===== config.mk =====
export PLATFORM = sky130hd
export DESIGN_NAME = gbs_jobq
export DESIGN_NICKNAME = d
export VERILOG_FILES = /design/src/gbs_pkg.sv /design/src/gbs_jobq.sv
export SDC_FILE = /design/constraint.sdc
export NUM_CORES = 1
export LEC_CHECK = 0
export ABC_AREA = 1
export BUFFER_PORTS_ARGS = -buffer_cell sky130_fd_sc_hd__buf_2
export CAP_MARGIN = 25
export CELL_PAD_IN_SITES_DETAIL_PLACEMENT = 1
export CELL_PAD_IN_SITES_GLOBAL_PLACEMENT = 2
export CORE_MARGIN = 5
export CORE_UTILIZATION = 37
export CTS_CLUSTER_DIAMETER = 120
export DETAILED_ROUTE_END_ITERATION = 10
export PLACE_DENSITY = 0.9
export SYNTH_ARGS = -nofsm -noshare
export SYNTH_HDL_FRONTEND = slang
export SYNTH_SLANG_ARGS = --single-unit

===== constraint.sdc =====
create_clock -name clk -period 3.73 [get_ports clk]
set_input_delay 0.1865 -clock clk [delete_from_list [all_inputs] [get_ports clk]]
set_output_delay 0.1865 -clock clk [all_outputs]
set_load 0.02 [all_outputs]

===== src/gbs_pkg.sv =====
// Shared constants and types for the greedy box suppression block.
`default_nettype none
package gbs_pkg;

  localparam int SCORE_W   = 16;
  localparam int LABEL_W   = 7;
  localparam int THR_W     = 9;
  localparam int ONE_PIXEL = 16;
  localparam int THR_SHIFT = 8;
  localparam int JOB_CNT_W = 11;

  localparam logic [THR_W-1:0] THR_RESET = 9'd115;

  // Register index, taken from bit 2 of the byte address.
  localparam logic [0:0] REG_IOU_THRESHOLD = 1'b0;

  typedef struct packed {
    logic [JOB_CNT_W-1:0] count;
    logic                 overflow;
  } job_t;

endpackage
`default_nettype wire


===== src/gbs_jobq.sv =====
// Two entry queue of set descriptors between the loader and the suppression engine.
`default_nettype none
module gbs_jobq (
  input  wire logic          clk,
  input  wire logic          rst,
  input  wire logic          push,
  input  wire gbs_pkg::job_t push_job,
  output logic               push_ready,
  input  wire logic          pop,
  output gbs_pkg::job_t      pop_job,
  output logic               pop_valid
);

  gbs_pkg::job_t q [2];
  logic          wp;
  logic          rp;
  logic [1:0]    fill;

  assign push_ready = (fill != 2'd2);
  assign pop_valid  = (fill != 2'd0);
  assign pop_job    = q[rp];

  always_ff @(posedge clk) begin
    if (push && push_ready) begin
      q[wp] <= push_job;
    end
    if (rst) begin
      wp   <= 1'b0;
      rp   <= 1'b0;
      fill <= 2'd0;
    end else begin
      if (push && push_ready) begin
        wp <= ~wp;
      end
      if (pop && pop_valid) begin
        rp <= ~rp;
      end
      fill <= fill + 2'(push && push_ready) - 2'(pop && pop_valid);
    end
  end

endmodule
`default_nettype wire


==> qor.txt <==
Post-synth EDFFs: 24
Die ar.: 4320 um^2
Final ANT Viol Nets: 0
area grow syn2layout: 20.3%
Post-CTS Resized: 0
Synth cell types: 11
Simple-Gate Fraction of Synth Area: 6.86%
total track usage: 10.6%
Root Buffer: clkbuf_4
setup TNS: 0 ns
status: complete, no violations
# setup viols final: 0
row cnt: 20
maximum clock insertion buffer count: 2
Final Hold Violating Endpoints: 0
Fin Hold WS: 0.0272 ns
Ports: 30
maximum capacitance violations: 0
CP Cell Sequence: mux2_2 -> buf_2
fmax: 0.542 GHz
post-synth top area share: 62.7%
clock share of power: 18.2%
fin. max-slew vios: 0
Power Internal: 615 uW
CTS Buf Count: 5
Gate power share: 32.6%
period utilisation layout: 49.5%
PD cells: 667 nW/um^2
via-per-instance ratio: 4.81
First-pass DRT Iterations: 3
Adder-Cell Fraction of Synth Area: 2.18%
Yosys top cell by area: edfxtp_1
Die W: 65.7 um
CTS hold repair buffers: 0
Syn Std Cell Area: 1150 um^2
vias in the first global route: 704
compound-cell area share of the yosys netlist: 0.871%
worst path required time: 3.54 ns
Seq/Total Area, Yosys: 71.5%
Slew @ Worst Pin: 0.714 ns
Avg Inst Size Synth: 15.5 um^2
core area: 3000 um^2
gr ovfl total: 0
flops & latches, synth: 29
latest clock arrival within the worst-skew pair: 0.32 ns
Slowest cell on crit path: dfxtp_1
Synth Flop Type: edfxtp_1
Hold WC Path Type: input port to flop
Register Area: 821 um^2
cell with the most instances after synthesis: edfxtp_1
Final nets: 128
final worst slack: 1.89 ns
Max-slew headroom: 52.3%
clk slew on worst S/H paths: 0.09 ns
Buf/Inv on CP: 1
post-synthesis mux area share: 15.0%
die height: 65.7 um
Initial Utilization: 38.3%
CP top delay family: flip-flops
Leak Pwr: 0.595 nW
RSZ-0062 raised after global routing: false
HPWL after DPL: 1.49 mm
vias: 693
Ys Warns: 0
CP Class: flop to primary output
Post-Syn Instances: 74
CP Max Fanout: 12
CTS tree: yes
PortBufs: 29
Filler cells: 323
peak supply drop: 0.238 mV
min Tclk post-route: 1.84 ns
Worst setup EP type: primary output
diode count: 0
Routed WL: 1.97 mm
Reg power frac: 49.2%
synth cell count leaders: 24 x edfxtp_1, 10 x mux2_4, 9 x nor2_1
max incr delay on CP: 0.79 ns
antenna violations before repair: 0
first-pass GRT wire length: 3.25 mm
Critical Path Source Type: flop
Async SR Flop Fraction: 0%
DRT iter0 DRCs: 11
share of layout cells above drive strength 1: 43.2%
sw frac: 33.3%
Psw: 307 uW
syn nets: 92
Synth area leaders: edfxtp_1 63%, mux2_4 13%, dfxtp_1 8.7%
clock sink count: 29
H-tree depth: 2
Setup Fix Bufs, Post-CTS: 0
largest family of logic cells by synthesized area: multiplexers
GP Congestion: 0.784
area of the multi-input gates: 287 um^2
average wire per standard cell: 13.7 um
XOR/XNOR Fraction of Synth Area: 0%
largest net degree at the start of global routing: 13
post-route clock skew: 0.00809 ns
DR DRC count: 0
Post-Place Setup Slack: 1.93 ns
arrival time at the worst endpoint: 1.66 ns
[final timing paths]
path / start / to / slack (ns) / cells after the start
min: rst / fill[0]$_SDFF_PP0_ / 0.03 / 2
min reg2reg: rp$_SDFFE_PP0P_ / flop / 0.52 / 2
max: flop / pop_job[11] / 1.89 / 2
max reg2reg: fill[0]$_SDFF_PP0_ / fill[1]$_SDFF_PP0_ / 2.22 / 10
[worst register-to-register path, cell delays in order (launching register included)]
cell,delay [ns]
dfxtp_1,0.36
inv_1,0.06
nand2_1,0.11
nand2_1,0.08
ha_1,0.28
inv_1,0.04
ha_1,0.19
inv_1,0.06
nand2_1,0.06
a21oi_1,0.12
nor2_1,0.05
[power groups by stage]
stage | clock network (mW) | logic [mW] | registers, mW
after floorplan | 0 | 0.238 | 0.439
after global placement | 0 | 0.295 | 0.458
after detailed placement | 0 | 0.304 | 0.463
after CTS | 0.177 | 0.304 | 0.456
after global routing | 0.200 | 0.333 | 0.461
final | 0.168 | 0.301 | 0.453
[sequential cells by signal, indices dropped and copies added (netlist names), named ones only]
name / cells
wp: 1
q: 24
fill: 2
rp: 1
[layer usage]
layer	wire length [um]	vias to the layer above	share of wire (%)	track usage (%)
met2	957	25	49	16.9
met5	0	-	0	0
met1	762	331	39	10.9
met3	210	4	11	6.15
met4	36	0	1.8	5.44
li1	-	333	-	-
[cells by family (layout without fill, tap and decap cells)]
kind of cell,Yosys count,after routing
flops,29,29
mux,12,12
buf+inv,9,46
fa+ha+maj,2,2
simple gates,20,20
compound gates,2,2
[layout by cell type, fill, tap and decap left out]
master and count:
a21oi_1 2, buf_2 29, buf_4 1, clkbuf_4 5, clkinv_1 2, clkinv_2 1
dfxtp_1 5, edfxtp_1 24, ha_1 2, inv_1 8, mux2_2 2, mux2_4 10
nand2_1 8, nand3_1 3, nor2_1 9
[final cells by class]
class / instances / area share [%]
Clock inverter: 3 / 0.906
Clock buffer: 5 / 2.72
Sequential cell: 29 / 59.4
Inverter: 8 / 2.17
Timing Repair Buffer: 30 / 11.1
Tap cell: 33 / 2.99
Multi-Input combinational cell: 36 / 20.7
[metrics by stage]
stage	cell area, um^2	instances	utilization [%]	power, mW
2_1_floorplan	1150	74	-	0.677
3_3_place_gp	1320	135	44.1	0.754
5_1_grt	1380	144	46.0	0.994
6_report	1380	144	46.0	0.922
4_1_cts	1370	143	45.8	0.937
3_5_place_dp	1320	135	44.1	0.767
Power figures use the tool's default switching activity.
