## src/gbs_pkg.sv

```systemverilog
// Shared constants and types for the greedy box suppression block.
`default_nettype none
package gbs_pkg;

  localparam int SCORE_W   = 16;
  localparam int LABEL_W   = 7;
  localparam int THR_W     = 9;
  localparam int ONE_PIXEL = 16;
  localparam int THR_SHIFT = 8;
  localparam int JOB_CNT_W = 11;

  localparam logic [THR_W-1:0] THR_RESET = 9'd115;

  // Register index, taken from bit 2 of the byte address.
  localparam logic [0:0] REG_IOU_THRESHOLD = 1'b0;

  typedef struct packed {
    logic [JOB_CNT_W-1:0] count;
    logic                 overflow;
  } job_t;

endpackage
`default_nettype wire

```

## src/gbs_front.sv

```systemverilog
// Loader: accepts boxes, fills the box store and hands finished sets to the queue.
`default_nettype none
module gbs_front #(
  parameter int MAX_BOXES  = 64,
  parameter int COORD_BITS = 16,
  parameter int TW         = 88
) (
  input  wire logic                                     clk,
  input  wire logic                                     rst,
  input  wire logic                                     s_tvalid,
  output logic                                          s_tready,
  input  wire logic [TW-1:0]                            s_tdata,
  input  wire logic                                     s_tlast,
  output logic                                          wr_en,
  output logic [(MAX_BOXES > 1 ? $clog2(MAX_BOXES) : 1)-1:0] wr_addr,
  output logic [4*COORD_BITS+gbs_pkg::SCORE_W+gbs_pkg::LABEL_W-1:0] wr_data,
  output logic                                          job_push,
  output gbs_pkg::job_t                                 job,
  input  wire logic                                     job_ready,
  input  wire logic                                     set_done
);

  localparam int AW = (MAX_BOXES > 1) ? $clog2(MAX_BOXES) : 1;
  localparam int CW = $clog2(MAX_BOXES + 1);
  localparam int FW = 4*COORD_BITS + gbs_pkg::SCORE_W + gbs_pkg::LABEL_W;

  logic [CW-1:0] count;
  logic          overflow;
  logic          locked;
  logic          take;
  logic          room;
  logic [CW-1:0] count_after;

  assign s_tready    = !locked && job_ready;
  assign take        = s_tvalid && s_tready;
  assign room        = (count < CW'(MAX_BOXES));
  assign count_after = room ? count + CW'(1) : count;

  assign wr_en   = take && room;
  assign wr_addr = count[AW-1:0];
  assign wr_data = s_tdata[FW-1:0];

  assign job_push       = take && s_tlast;
  assign job.count      = gbs_pkg::JOB_CNT_W'(count_after);
  assign job.overflow   = overflow || !room;

  always_ff @(posedge clk) begin
    if (rst) begin
      count    <= '0;
      overflow <= 1'b0;
      locked   <= 1'b0;
    end else begin
      if (set_done) begin
        locked <= 1'b0;
      end
      if (take) begin
        if (s_tlast) begin
          count    <= '0;
          overflow <= 1'b0;
          locked   <= 1'b1;
        end else begin
          count    <= count_after;
          overflow <= overflow || !room;
        end
      end
    end
  end

endmodule
`default_nettype wire

```

## config.mk

```make
export PLATFORM = sky130hd
export DESIGN_NAME = gbs_front
export DESIGN_NICKNAME = d
export VERILOG_FILES = /design/src/gbs_pkg.sv /design/src/gbs_front.sv
export SDC_FILE = /design/constraint.sdc
export NUM_CORES = 1
export LEC_CHECK = 0
export CAP_MARGIN = 25
export CORE_AREA = 2 2 79 81
export DETAILED_ROUTE_END_ITERATION = 12
export DIE_AREA = 0 0 81 83
export DONT_BUFFER_PORTS = 1
export PLACE_DENSITY_LB_ADDON = 0.15
export SKIP_CTS_REPAIR_TIMING = 1
export SLEW_MARGIN = 20
export SYNTH_ARGS = -nofsm -noshare
export SYNTH_HDL_FRONTEND = slang
export SYNTH_SLANG_ARGS = --single-unit
```

## constraint.sdc

```tcl
create_clock -name clk -period 1.75 [get_ports clk]
set_input_delay 0.2625 -clock clk [delete_from_list [all_inputs] [get_ports clk]]
set_output_delay 0.2625 -clock clk [all_outputs]
set_load 0.02 [all_outputs]
```

==> results by group <==
Outcome
  • Status: complete, no violations

Critical path
  • CP Data Arrival Time: 1360 ps
  • Crit end category: output port
  • Crit-path max FO: 5
  • Setup CP Type: register to output port
  • Worst Setup Start Kind: register
  • CP Data Required Time: 1490 ps

GRT
  • GRT Total Usage: 7.22%
  • Total gr overflow: 0
  • Initial antenna violation count: 0
  • Largest net degree at the start of global routing: 12
  • Global-route wire length before repair: 3580 microns
  • Vias in the first global route: 611

Synth
  • EDFF count, synth: 0
  • Synth unique cells: 29
  • Ys flop type: dfxtp_1
  • Top cells by area, synth: buf_4 58%, dfxtp_1 14%, a21oi_1 2.8%, xnor2_1 2.8%, nor2_1 2.7%
  • Top-count cell post-synth: buf_4
  • Ranking of synthesized cells by instance count: 97 x buf_4, 9 x dfxtp_1, 9 x nor2_1
  • Synthesized area per cell: 7.80 sq um
  • Post-synthesis sequential area ratio: 14.4%
  • Mapped Cells: 160
  • Asr flop ratio synth: 0%
  • Cell area after synthesis: 1250 sq um
  • Synthesis Warnings: 0
  • Flops & latches, synth: 9
  • Cell taking the most area after synthesis: buf_4
  • Top cell type's share of synthesized area: 58.3%

Clock network
  • Worst-Skew Late Latency: 240 ps
  • CTS Buf Count: 3
  • Worst-path clk slew: 50 ps
  • CTS tree: done
  • Max Root-Sink Buffers: 2
  • H-tree Lvls: 1
  • Clock Tree Root: clkbuf_8
  • Clk sinks: 9

Place
  • I/O Buffers: 0
  • Dpl hpwl: 1910 microns
  • RD Place Congestion: 0.676
  • Setup WS pre-CTS: 256 ps

STA
  • Max-slew headroom at the worst pin: 65.7%
  • Fin Hold WS: 75.5 ps
  • Final hold vios: 0
  • Period utilisation layout: 92.8%
  • Setup violators final: 0
  • Post-layout min period: 1620 ps
  • Final clock skew: 2.05 ps
  • Worst Setup Slack, final: 126 ps
  • Setup TNS: 0 ps
  • Maximum clock frequency: 616 MHz
  • RSZ-0062 raised after global routing: no
  • Fin. max-slew vios: 0
  • Slew @ Worst Pin: 511 ps

Power and ir drop
  • Power Dens Cells: 683 nW/um^2
  • VDD IR-drop max: 0.000237 V
  • P_leak: 0.321 nW

Floorplan
  • Initial Util: 21.5%
  • Die Height: 83 microns
  • Core Box Area: 5820 sq um
  • Row cnt: 28
  • Ports: 202
  • Die area: 6720 sq um
  • Die width: 81 microns

Route
  • Final wirelength: 2460 microns
  • DR iter-0 viols: 18
  • Routed WL per cell: 16.0 microns
  • Antenna-violating nets left: 0
  • Via Count: 577
  • Via density: 3.75
  • Drt pass-1 iters: 2
  • DRC Markers: 0

Finish
  • Sequential cell area: 183 sq um
  • Fin nets: 175
  • Area of the multi-input gates: 335 sq um
  • P&R area growth vs syn: -39.5%
  • # diodes: 0
  • Layout cells sized above 1: 34.2%
  • FILL cells: 686
  • Core Util, Final: 13.0%

Min path
  • Worst min path class: input pin to register

Job
  • Maxcap violations: 0
[cells by family after synthesis]
kind of cell,count (synthesis),synth area share [%]
AOI/OAI and AO/OA,13,6.31
buffers and inverters,102,60.4
and+or+nand+nor,28,13.1
muxes,1,0.902
adders and majority gates,1,1.00
xor gates and xnor gates,5,3.51
DFF,9,14.4
other,1,0.300
[worst paths after layout]
path              slack [ps]               endpoint                   from  depth (start not counted)
hold / removal            80  count[1]$_SDFFE_PP0P_                    rst                          1
setup reg to reg         270  count[5]$_SDFFE_PP0P_  count[0]$_SDFFE_PP0P_                          4
hold reg to reg          470  overflow$_SDFFE_PP0P_  overflow$_SDFFE_PP0P_                          2
setup / recovery         130                 job[5]  count[0]$_SDFFE_PP0P_                          4
[metrics by stage]
step                      power, mW  area (sq um)  instances
final                         0.516           756        154
after global placement        0.264           697        150
after CTS                     0.528           743        154
after detailed placement      0.264           697        150
after floorplan               0.551          1260        163
after global routing          0.540           756        154
[registers in the layout, indices dropped and copies added (netlist names)]
signal / count
locked: 1
overflow: 1
count: 7
[layout make-up]
cell class	instances	share of cell area (%)
Timing Repair Buffer	12	11.9
Clock inverter	1	0.662
Clock buffer	3	5.46
Tap cell	75	12.4
Multi-Input combinational cell	52	44.4
Inverter	2	0.993
Sequential cell	9	24.2
[critical path: stages, from the launching register on]
cell and delay, ps:
dfxtp_2 350, ha_2 200, nand4b_1 170, xnor2_2 220, buf_4 170
[report_power, final]
part | internal (mW) | switching (mW) | leakage, nW
Clock | 0.157 | 0.100 | 0.0255
Sequential | 0.208 | 0.00203 | 0.0736
Combinational | 0.0139 | 0.0355 | 0.222
[layout by cell type, fill, tap and decap left out]
cell type / instances
nand3b_2: 1
or2_2: 2
dfxtp_2: 2
nand2b_1: 1
and4b_1: 1
inv_1: 2
mux2_2: 1
nand2_1: 3
a21oi_1: 7
nand2_4: 1
xor2_1: 1
or4_1: 1
ha_2: 1
nor3b_1: 1
a32o_1: 1
xnor2_2: 1
o21ai_0: 3
clkbuf_8: 3
conb_1: 4
a41o_2: 1
nand3_1: 2
nand4b_1: 1
dfxtp_1: 7
nor2_1: 9
and2_1: 1
buf_4: 12
clkinv_2: 1
and2_4: 1
nor2b_1: 3
xnor2_1: 3
a22oi_1: 1
[per-layer routing]
layer / wire length (microns) / track usage (%) / share of wire, % / vias to the layer above
met2: 1180 / 12.0 / 48 / 42
met1: 701 / 5.13 / 28 / 268
met3: 474 / 6.09 / 19 / 22
li1: - / - / - / 245
met4: 107 / 5.24 / 4.3 / 0
met5: 0 / 0 / 0 / -
Note: power is estimated with default switching activity, not from simulation.
