### src/gbs_ram.sv
// Generic single write port RAM with a registered read port.
`default_nettype none
module gbs_ram #(
  parameter int W = 8,
  parameter int D = 16
) (
  input  wire logic                             clk,
  input  wire logic                             wr_en,
  input  wire logic [(D > 1 ? $clog2(D) : 1)-1:0] wr_addr,
  input  wire logic [W-1:0]                     wr_data,
  input  wire logic                             rd_en,
  input  wire logic [(D > 1 ? $clog2(D) : 1)-1:0] rd_addr,
  output logic      [W-1:0]                     rd_data
);

  logic [W-1:0] mem [D];

  always_ff @(posedge clk) begin
    if (wr_en) begin
      mem[wr_addr] <= wr_data;
    end
    if (rd_en) begin
      rd_data <= mem[rd_addr];
    end
  end

endmodule
`default_nettype wire

### config.mk
export PLATFORM = sky130hd
export DESIGN_NAME = gbs_ram
export DESIGN_NICKNAME = d
export VERILOG_FILES = /design/src/gbs_ram.sv
export SDC_FILE = /design/constraint.sdc
export NUM_CORES = 1
export LEC_CHECK = 0
export ABC_CLOCK_PERIOD_IN_PS = 2000
export BUFFER_PORTS_ARGS = -buffer_cell sky130_fd_sc_hd__buf_2
export CAP_MARGIN = 20
export CORE_MARGIN = 8
export CORE_UTILIZATION = 50
export CTS_BUF_LIST = sky130_fd_sc_hd__clkbuf_4
export DETAILED_ROUTE_END_ITERATION = 6
export MAX_ROUTING_LAYER = met4
export PLACE_DENSITY = 0.71
export SYNTH_ARGS = -nofsm -noshare
export SYNTH_HDL_FRONTEND = slang
export SYNTH_SLANG_ARGS = --single-unit
### constraint.sdc
create_clock -name clk -period 2 [get_ports clk]
set_clock_uncertainty 0.2 [all_clocks]
set_input_delay 0 -clock clk [delete_from_list [all_inputs] [get_ports clk]]
set_output_delay 0 -clock clk [all_outputs]
set_load 0.01 [all_outputs]
==> run_results.csv, run 1 <==
group,metric,value,unit
global_route,grt_pass1_wl,15.2,mm
synth,ys_seq_area_share,78.1,%
route,ant_nets,0,
global_route,antenna_found_initial,1,
global_route,grt_usage,15.5,%
clock_tree,postCtsSetupRepairBufs,0,
clock_tree,clk_pin_slew,0.10,ns
placement,dp_hpwl,6.32,mm
timing,hold_viol,0,
placement,place.gp.congestion,0.744,
synth,avgSynthCellArea,22.8,µm²
global_route,overflow,0,
die,die_y,118,µm
clock_tree,cts_tree,"built",
placement,port_buffers,26,
min_path,min_path_type,"in -> reg",
synth,synth.area.top_cells,"edfxtp_1, mux4_2, mux4_1",
power,pwr-share-clk,29.0,%
synth,yosysWarnings,0,
route,dr.pass1.iters,4,
route,wire_per_inst,21.9,µm
clock_tree,numCtsBuffers,17,
finish,drive_gt1_share,29.1,%
worst_setup_path,path_cells,"dlygate4sd3_1, buf_2, nor2b_1, dlygate4sd3_1, buf_4, a22oi_1, nand2_1",
timing,period_needed,1.82,ns
finish,finalNetCount,324,
placement,dpl_cell_area,5640,µm²
clock_tree,cts-root-buf,"clkbuf_4",
synth,ys_seq_elements,136,
timing,tightest_slew,0.399,ns
power,p_int,3.93,mW
synth,syn_area,5230,µm²
power,p_seq_share,64.4,%
worst_setup_path,cp-end-kind,"flip-flop",
route,viasPerCell,5.54,
synth,yosys.area.top_type,"edfxtp_1",
synth,synth_common_cells,"edfxtp_1, mux4_2, a22oi_1",
worst_setup_path,worstPathRequired,2.06,ns
synth,post-synth-top-count-cell,"edfxtp_1",
route,drtIter0Drc,224,
power,swShare,21.5,%
timing,max_slew_margin,73.4,%
worst_setup_path,crit_arrival,1.88,ns
clock_tree,htree_levels,4,
run,max_cap_viol_count,0,
finish,area_delta_synth_final,15.5,%
worst_setup_path,cp_max_fo,8,
route,wl,9.90,mm
timing,fmax,548,MHz
worst_setup_path,slowest_stage,"dlygate4sd3_1",
worst_setup_path,crit_top_cell,"dlygate4sd3_1",
synth,synth_edf_count,136,
power,vdd_ir_drop_max,0.357,mV
global_route,grt_start_max_net_pins,33,
synth,synth_nets,248,
power,p_sw,1.07,mW
timing,period_share,91.2,%
synth,yosysTopAreaCellShare,78.1,%
power,combinationalPowerShare,6.5,%
finish,stdcell_area,6040,µm²
die,core,10200,µm²
synth,yosysUniqueCellTypes,18,
die,io_pins,27,
synth,ys.flop_type,"edfxtp_1",
clock_tree,cts_max_path_buffers,2,
power,cellPowerDensity,827,nW/µm²
worst_setup_path,critPathLaunchType,"input port",
synth,synthCells,229,
worst_setup_path,cp.buffers_inverters,4,
power,p_leak,2.03,nW
synth,async_flop_share,0,%
die,initial_core_util,51.1,%
worst_setup_path,crit_type,"in -> reg",
outcome,status,"completed",
worst_setup_path,path_delay_family,"buffers and inverters",
clock_tree,insertion_delay,0.51,ns
worst_setup_path,slowest_delay,0.54,ns
timing,setup_violations,0,
timing,rsz0062_at_grt,"no",
route,vias,2509,
timing,tns,0,ns
clock_tree,clock_sinks,136,
die,die_w,118,µm
timing,slew_violations,0,
route,drc_errors,0,
die,fp.dieArea,14000,µm²
global_route,grt_pass1_vias,2676,
die,rows,37,
-- layout by cell type (no fill, tap or decap) --
| cell type | synthesis | routed |
|---|---|---|
| dlygate4sd3_1 | 0 | 18 |
| bufinv_16 | 0 | 1 |
| nor2b_1 | 1 | 1 |
| diode_2 | 0 | 1 |
| nor3_1 | 4 | 4 |
| nand3_1 | 1 | 1 |
| and2_1 | 1 | 1 |
| nand2b_1 | 2 | 2 |
| clkinv_1 | 0 | 6 |
| clkbuf_4 | 0 | 17 |
| edfxtp_1 | 136 | 136 |
| nand3b_1 | 2 | 2 |
| and2b_1 | 1 | 1 |
| mux4_1 | 14 | 14 |
| buf_4 | 1 | 21 |
| buf_12 | 0 | 2 |
| clkinvlp_4 | 0 | 3 |
| clkinv_2 | 0 | 3 |
| a22oi_1 | 16 | 16 |
| mux4_2 | 18 | 18 |
| nor2_1 | 13 | 13 |
| nand2_1 | 9 | 9 |
| buf_2 | 3 | 26 |
| or3b_2 | 1 | 1 |
-- state kept, by name (all words and copies together) (netlist names) --
name     count
mem        128
rd_data      8
-- power by group through the flow --
stage | clock (mW) | combinational (mW) | sequential, mW
6_report | 1.45 | 0.326 | 3.22
5_1_grt | 1.59 | 0.356 | 3.23
4_1_cts | 1.49 | 0.332 | 3.22
3_5_place_dp | 0 | 0.306 | 3.29
3_3_place_gp | 0 | 0.296 | 3.29
2_1_floorplan | 0 | 0.162 | 3.29
-- worst paths after layout --
kind | slack, ns | start | depth (start not counted) | end
worst max-delay path | 0.18 | rd_addr[3] | 7 | rd_data[7]$_DFFE_PP_
worst min-delay path | 0.08 | rd_addr[0] | 5 | rd_data[5]$_DFFE_PP_
worst max register to register | 0.32 | mem[11][7]$_DFFE_PP_ | 3 | rd_data[7]$_DFFE_PP_
worst min register to register | 0.56 | mem[14][5]$_DFFE_PP_ | 3 | rd_data[5]$_DFFE_PP_
-- timing repair --
action                    in CTS  in global routing
hold endpoints to repair     263                  0
gates resized for setup        0                  0
hold buffers                  18                  0
-- tightest hold or removal path, stage by stage --
cell	delay (ns)
buf_2	0.11
buf_12	0.20
mux4_2	0.25
a22oi_1	0.06
nand2_1	0.05
-- cell type report --
class	count	area, µm²
antenna	1	2.50
clock buffer	17	128
clock inverter	13	90.1
fill	747	4190
multi-input combinational	83	1060
sequential	136	4080
tap	136	170
timing repair buffer	67	508
-- cell families after synthesis --
| logic type | after synthesis | share of synthesized area, % |
|---|---|---|
| AO/OA/AOI/OAI | 16 | 2.30 |
| buffers and inverters | 10 | 1.65 |
| flip-flops | 136 | 78.1 |
| multiplexers | 32 | 14.8 |
| AND/OR/NAND/NOR | 35 | 3.14 |
-- through the flow --
stage | power, mW | instances | utilization [%] | hold slack (ns) | worst slack, ns
2_1_floorplan | 3.45 | 229 | - | -0.101 | 0.307
3_3_place_gp | 3.58 | 404 | 55.1 | 0.177 | 0.220
3_5_place_dp | 3.59 | 404 | 55.1 | 0.178 | 0.259
4_1_cts | 5.05 | 452 | 59.0 | 0.0463 | 0.215
5_1_grt | 5.17 | 453 | 59.0 | 0.0797 | 0.0857
6_report | 5.00 | 453 | 59.0 | 0.0754 | 0.176
-- routing by layer --
metal | track usage (%) | wire (µm)
met5 | - | 0
met1 | 19.7 | 4300
met3 | 3.86 | 673
met4 | 7.53 | 151
met2 | 23.1 | 4780
No activity file was read; power rests on OpenSTA's default activity.
==> run 2, diff against run 1 <==
--- a/config.mk
+++ b/config.mk
@@ -8,12 +8,15 @@
 export ABC_CLOCK_PERIOD_IN_PS = 2000
 export BUFFER_PORTS_ARGS = -buffer_cell sky130_fd_sc_hd__buf_2
 export CAP_MARGIN = 20
+export CELL_PAD_IN_SITES_DETAIL_PLACEMENT = 0
+export CELL_PAD_IN_SITES_GLOBAL_PLACEMENT = 2
 export CORE_MARGIN = 8
-export CORE_UTILIZATION = 50
+export CORE_UTILIZATION = 40
 export CTS_BUF_LIST = sky130_fd_sc_hd__clkbuf_4
 export DETAILED_ROUTE_END_ITERATION = 6
 export MAX_ROUTING_LAYER = met4
 export PLACE_DENSITY = 0.71
+export SLEW_MARGIN = 20
 export SYNTH_ARGS = -nofsm -noshare
 export SYNTH_HDL_FRONTEND = slang
 export SYNTH_SLANG_ARGS = --single-unit
==> run 2 against run 1 <==
Against the previous run: sequential share of layout area decreased by 1.6 points; maximum frequency grew 3.3%; worst hold slack got worse by 0.013 ns; sequential cell count unchanged; global-route usage fell by 1.5 points; utilization decreased by 10 points; clock power grew 34%; first-iteration DRC count down 16%.
==> run_results.csv, run 2 (synthesis gave the netlist of run 1 again) <==
group,metric,value,unit
die,io_pins,27,
worst_setup_path,regToRegStartpoint,"mem[5][2]$_DFFE_PP_",
route,dr.pass1.iters,5,
clock_tree,htree_levels,4,
outcome,status,"completed",
finish,finalNetCount,324,
clock_tree,numCtsBuffers,17,
global_route,grt_pass1_vias,2716,
timing,max_slew_margin,69.9,%
route,viasPerCell,5.24,
finish,fillCellCount,1066,
route,vias,2574,
worst_setup_path,slowest_delay,0.54,ns
run,max_cap_viol_count,0,
clock_tree,insertion_delay,0.52,ns
worst_setup_path,cp_max_fo,8,
route,drc_errors,0,
worst_setup_path,cp-end-kind,"flip-flop",
placement,dp_hpwl,6.59,mm
timing,timing.final.ws_setup,0.235,ns
route,ant_nets,0,
worst_setup_path,cp-endpoint,"rd_data[6]$_DFFE_PP_",
timing,rsz0062_at_grt,"no",
finish,final_cell_mix,"edfxtp_1, buf_2, clkbuf_4, dlygate4sd3_1, buf_4",
min_path,worstHoldPathCells,5,
worst_setup_path,worstPathRequired,2.07,ns
worst_setup_path,crit_arrival,1.84,ns
worst_setup_path,cp.buffers_inverters,4,
timing,setup_violations,0,
power,cellPowerDensity,888,nW/µm²
route,wl,10.5,mm
worst_setup_path,critPathLaunchType,"input port",
global_route,grt_usage,14.0,%
die,fp.dieArea,17000,µm²
finish,largest_reg_flops,128,
placement,place.gp.congestion,0.722,
worst_setup_path,r2r-end,"rd_data[2]$_DFFE_PP_",
finish,top_regs,"mem: 128 flops, rd_data: 8 flops",
min_path,min_path_type,"in -> reg",
finish,top_register,"mem",
worst_setup_path,crit_top_cell,"dlygate4sd3_1",
worst_setup_path,path_delay_family,"buffers and inverters",
finish,utilization,48.8,%
clock_tree,cts_max_path_buffers,2,
clock_tree,clk_pin_slew,0.11,ns
clock_tree,cts_tree,"built",
placement,port_buffers,26,
finish,drive_gt1_share,29.9,%
die,core,12700,µm²
finish,area_delta_synth_final,18.3,%
power,vdd_ir_drop_max,0.308,mV
global_route,grt_start_max_net_pins,33,
worst_setup_path,startpoint,"rd_addr[3]",
route,drtIter0Drc,189,
worst_setup_path,crit_type,"in -> reg",
finish,multi_input_area,1060,µm²
finish,final_common_cell,"edfxtp_1",
worst_setup_path,reg2regPathDepth,3,
route,wire_per_inst,21.4,µm
die,rows,41,
worst_setup_path,slowest_stage,"dlygate4sd3_1",
timing,tns,0,ns
global_route,antenna_found_initial,1,
clock_tree,cts-root-buf,"clkbuf_4",
clock_tree,postCtsSetupRepairBufs,0,
global_route,overflow,0,
timing,period_share,88.2,%
die,initial_core_util,41.3,%
worst_setup_path,cp_num_cells,7,
min_path,min_from,"rd_addr[0]",
global_route,grt_pass1_wl,16.1,mm
timing,fmax,567,MHz
die,die_w,130,µm
placement,place_ws,0.229,ns
clock_tree,clock_sinks,136,
power,p_leak,2.08,nW
timing,tightest_slew,0.451,ns
timing,slew_violations,0,
worst_setup_path,r2r_slack,0.34,ns
timing,period_needed,1.76,ns
die,die_y,130,µm
worst_setup_path,path_cells,"dlygate4sd3_1, buf_2, nor2b_1, dlygate4sd3_1, buf_4, a22oi_1, nand2_1",
finish,final-seq-area,4080,µm²
timing,hold_viol,0,
## run 2: cell count changes in the layout (fill, tap and decap cells not counted)
cell	previous run	this run
clkinvlp_4	3	1
bufinv_16	1	4
dlygate4sd3_1	18	20
buf_4	21	19
clkinv_1	6	3
clkbuf_4	17	21
## run 2: layer usage
| layer | part of all wire (%) | track usage, % |
|---|---|---|
| met5 | 0 | - |
| met4 | 1.5 | 6.22 |
| met3 | 5.4 | 3.35 |
| met2 | 49 | 21.0 |
| met1 | 44 | 17.8 |
## run 2: area by class of cell
type	count	share of cell area (%)
tap	172	3.48
multi-input combinational	83	17.1
clock inverter	11	2.49
clock buffer	21	2.55
timing repair buffer	67	8.30
sequential	136	66.0
antenna	1	0.0405
## run 2: how the worst min path moves through the flow
stage,end
finish,rd_data[4]$_DFFE_PP_
global route,rd_data[2]$_DFFE_PP_
CTS,rd_data[4]$_DFFE_PP_
detailed placement,rd_data[0]$_DFFE_PP_
global placement,rd_data[0]$_DFFE_PP_
floorplan,mem[0][0]$_DFFE_PP_
## run 2: per-stage QoR
step                      hold WS (ns)  area [µm²]  total power [mW]  instances
after detailed placement         0.176        5670              3.60        438
after floorplan                 -0.101        5230              3.45        229
after global routing            0.0823        6180              5.68        491
final                           0.0624        6180              5.49        491
after CTS                       0.0487        6180              5.54        490
after global placement           0.176        5670              3.59        438
## run 2: worst reg2reg max path: cells and delay by family (launching register included)
family          cells  cell delay [ns]
mux                 1             0.58
flops               1             0.38
compound gates      1             0.18
simple gates        1             0.09
## run 2: where the power goes
group	leakage (nW)	internal (mW)	total, mW	switching (mW)
combinational	0.679	0.153	0.330	0.178
sequential	1.24	3.21	3.22	0.0155
clock	0.170	1.03	1.94	0.910
total	2.08	4.39	5.49	1.10
## run 2: what timing repair did
| action | CTS | global route |
|---|---|---|
| hold endpoints to repair | 272 | 0 |
| hold buffers | 20 | 0 |
| gates resized for setup | 0 | 0 |
==> run 3, diff against run 2 <==
--- a/config.mk
+++ b/config.mk
@@ -13,9 +13,10 @@
 export CORE_MARGIN = 8
 export CORE_UTILIZATION = 40
 export CTS_BUF_LIST = sky130_fd_sc_hd__clkbuf_4
+export CTS_CLUSTER_DIAMETER = 50
 export DETAILED_ROUTE_END_ITERATION = 6
 export MAX_ROUTING_LAYER = met4
-export PLACE_DENSITY = 0.71
+export PLACE_DENSITY_LB_ADDON = 0.12
 export SLEW_MARGIN = 20
 export SYNTH_ARGS = -nofsm -noshare
 export SYNTH_HDL_FRONTEND = slang
==> run 3 against run 2 <==
Against the previous run: die area is the same; worst hold slack improved by 0.022 ns; design area is 0.61% lower; first-iteration DRC count up 11%; worst setup slack worse by 0.028 ns; highest routed layer unchanged.
==> run_results.csv, run 3 (synthesis gave the netlist of run 1 again) <==
group,metric,value,unit
timing,tns,0,ns
finish,final_cell_mix,"edfxtp_1, buf_2, buf_4, clkbuf_4, dlygate4sd3_1",
finish,instances_no_fill,492,
global_route,busiest_layer,"met2",
clock_tree,insertion_delay,0.53,ns
global_route,use_met3,3.30,%
route,vias,2478,
timing,rsz0062_at_grt,"no",
clock_tree,cts_max_path_buffers,2,
route,dr.pass1.iters,5,
finish,fillCellCount,1062,
worst_setup_path,slowest_stage,"dlygate4sd3_1",
route,wl,10.4,mm
die,rows,41,
global_route,grtUsageMet2,20.7,%
power,p_int,4.14,mW
worst_setup_path,r2r_slack,0.27,ns
worst_setup_path,critPathLaunchType,"input port",
route,viasPerCell,5.04,
finish,drive_gt1_share,30.6,%
finish,top_register,"mem",
route,wire_per_inst,21.0,µm
power,p_seq_share,61.2,%
placement,numPlacedInstances,441,
power,vdd_ir_drop_max,0.422,mV
min_path,min_path_type,"in -> reg",
finish,area_delta_synth_final,17.6,%
power,cellPowerDensity,855,nW/µm²
power,p_leak,2.07,nW
global_route,gr-usage-met1,18.1,%
timing,fmax,558,MHz
global_route,grt_start_max_net_pins,17,
finish,final_common_cell,"edfxtp_1",
worst_setup_path,slowest_delay,0.61,ns
finish,antennaDiodeCount,0,
worst_setup_path,path_cells,"dlygate4sd3_1, buf_2, nand3b_1, dlygate4sd3_1, nor2_1, buf_4",
global_route,grt_pass1_vias,2651,
clock_tree,numCtsBuffers,17,
placement,dpl_cell_area,5690,µm²
finish,multi_input_area,1060,µm²
placement,place.gp.congestion,0.678,
clock_tree,cts_tree,"built",
worst_setup_path,crit_top_cell,"dlygate4sd3_1",
power,combinationalPowerShare,6.4,%
die,initial_core_util,41.3,%
placement,dp_hpwl,6.87,mm
route,drtIter0Drc,209,
timing,tightest_slew,0.430,ns
timing,max_slew_margin,71.3,%
worst_setup_path,cp_max_fo,7,
power,p_sw,1.12,mW
worst_setup_path,crit_type,"in -> reg",
global_route,overflow,0,
die,die_y,130,µm
timing,setup_violations,0,
global_route,antenna_found_initial,0,
worst_setup_path,cp-end-kind,"flip-flop",
worst_setup_path,worstPathRequired,2.04,ns
clock_tree,clk_pin_slew,0.11,ns
timing,period_share,89.6,%
timing,hold_viol,0,
die,io_pins,27,
run,max_cap_viol_count,0,
power,pwr-share-clk,32.4,%
die,fp.dieArea,17000,µm²
timing,slew_violations,0,
finish,final-seq-area,4080,µm²
placement,port_buffers,26,
global_route,grt_pass1_wl,16.0,mm
finish,finalNetCount,326,
die,core,12700,µm²
power,swShare,21.3,%
clock_tree,htree_levels,4,
route,drc_errors,0,
worst_setup_path,crit_arrival,1.84,ns
finish,top_regs,"mem: 128 flops, rd_data: 8 flops",
clock_tree,clock_sinks,136,
die,die_w,130,µm
clock_tree,cts-root-buf,"clkbuf_4",
timing,period_needed,1.79,ns
finish,largest_reg_flops,128,
global_route,grt_usage,14.1,%
finish,stdcell_area,6150,µm²
clock_tree,postCtsSetupRepairBufs,0,
outcome,status,"completed",
route,ant_nets,0,
## run 3: cell count changes in the layout (fill, tap and decap cells not counted)
| cell | change |
|---|---|
| buf_4 | +3 |
| bufinv_16 | -2 |
| clkinv_2 | +1 |
| clkinvlp_4 | +1 |
| diode_2 | -1 |
| dlygate4sd3_1 | -1 |
## run 3: power by group through the flow
stage / Combinational (mW) / Clock [mW] / Sequential [mW]
2_1_floorplan: 0.162 / 0 / 3.29
3_3_place_gp: 0.314 / 0 / 3.28
3_5_place_dp: 0.315 / 0 / 3.28
4_1_cts: 0.344 / 1.77 / 3.22
5_1_grt: 0.367 / 1.86 / 3.23
6_report: 0.336 / 1.70 / 3.22
## run 3: cell type report
class                   instances  share of cell area, %
multi-input cells              83                   17.2
well taps                     172                   3.50
flip-flops and latches        136                   66.4
clock inverters                11                   1.73
clock buffers                  21                   2.57
repair buffers                 69                   8.55
## run 3: per-layer routing
layer	vias up	routed length (µm)
met4	0	104
li1	1141	-
met1	1279	4850
met3	6	432
met2	52	4970
met5	-	0
## run 3: what timing repair did
action / in CTS / in global routing
endpoints found under the hold margin: 272 / 0
hold buffers: 19 / 0
resized for setup: 0 / 0
## run 3: worst max-delay path: cells and delay by family
kind / cells / cell delay, ns
simple gates: 2 / 0.34
buf+inv: 4 / 1.50
## run 3: per-stage QoR
step | power, mW | hold WS, ns | setup WS, ns | utilization [%]
after floorplan | 3.45 | -0.101 | 0.307 | -
after global placement | 3.60 | 0.161 | 0.235 | 44.9
after global routing | 5.45 | 0.0869 | 0.130 | 48.5
after detailed placement | 3.60 | 0.158 | 0.218 | 44.9
after CTS | 5.33 | 0.0495 | 0.240 | 48.5
final | 5.26 | 0.0842 | 0.207 | 48.5
## run 3: worst paths after layout
path,from,end,cells past startpoint
max reg2reg,mem[5][1]$_DFFE_PP_,rd_data[1]$_DFFE_PP_,3
max,wr_addr[3],mem[6][6]$_DFFE_PP_,6
min,rd_addr[0],rd_data[4]$_DFFE_PP_,5
min reg2reg,mem[12][6]$_DFFE_PP_,rd_data[6]$_DFFE_PP_,3
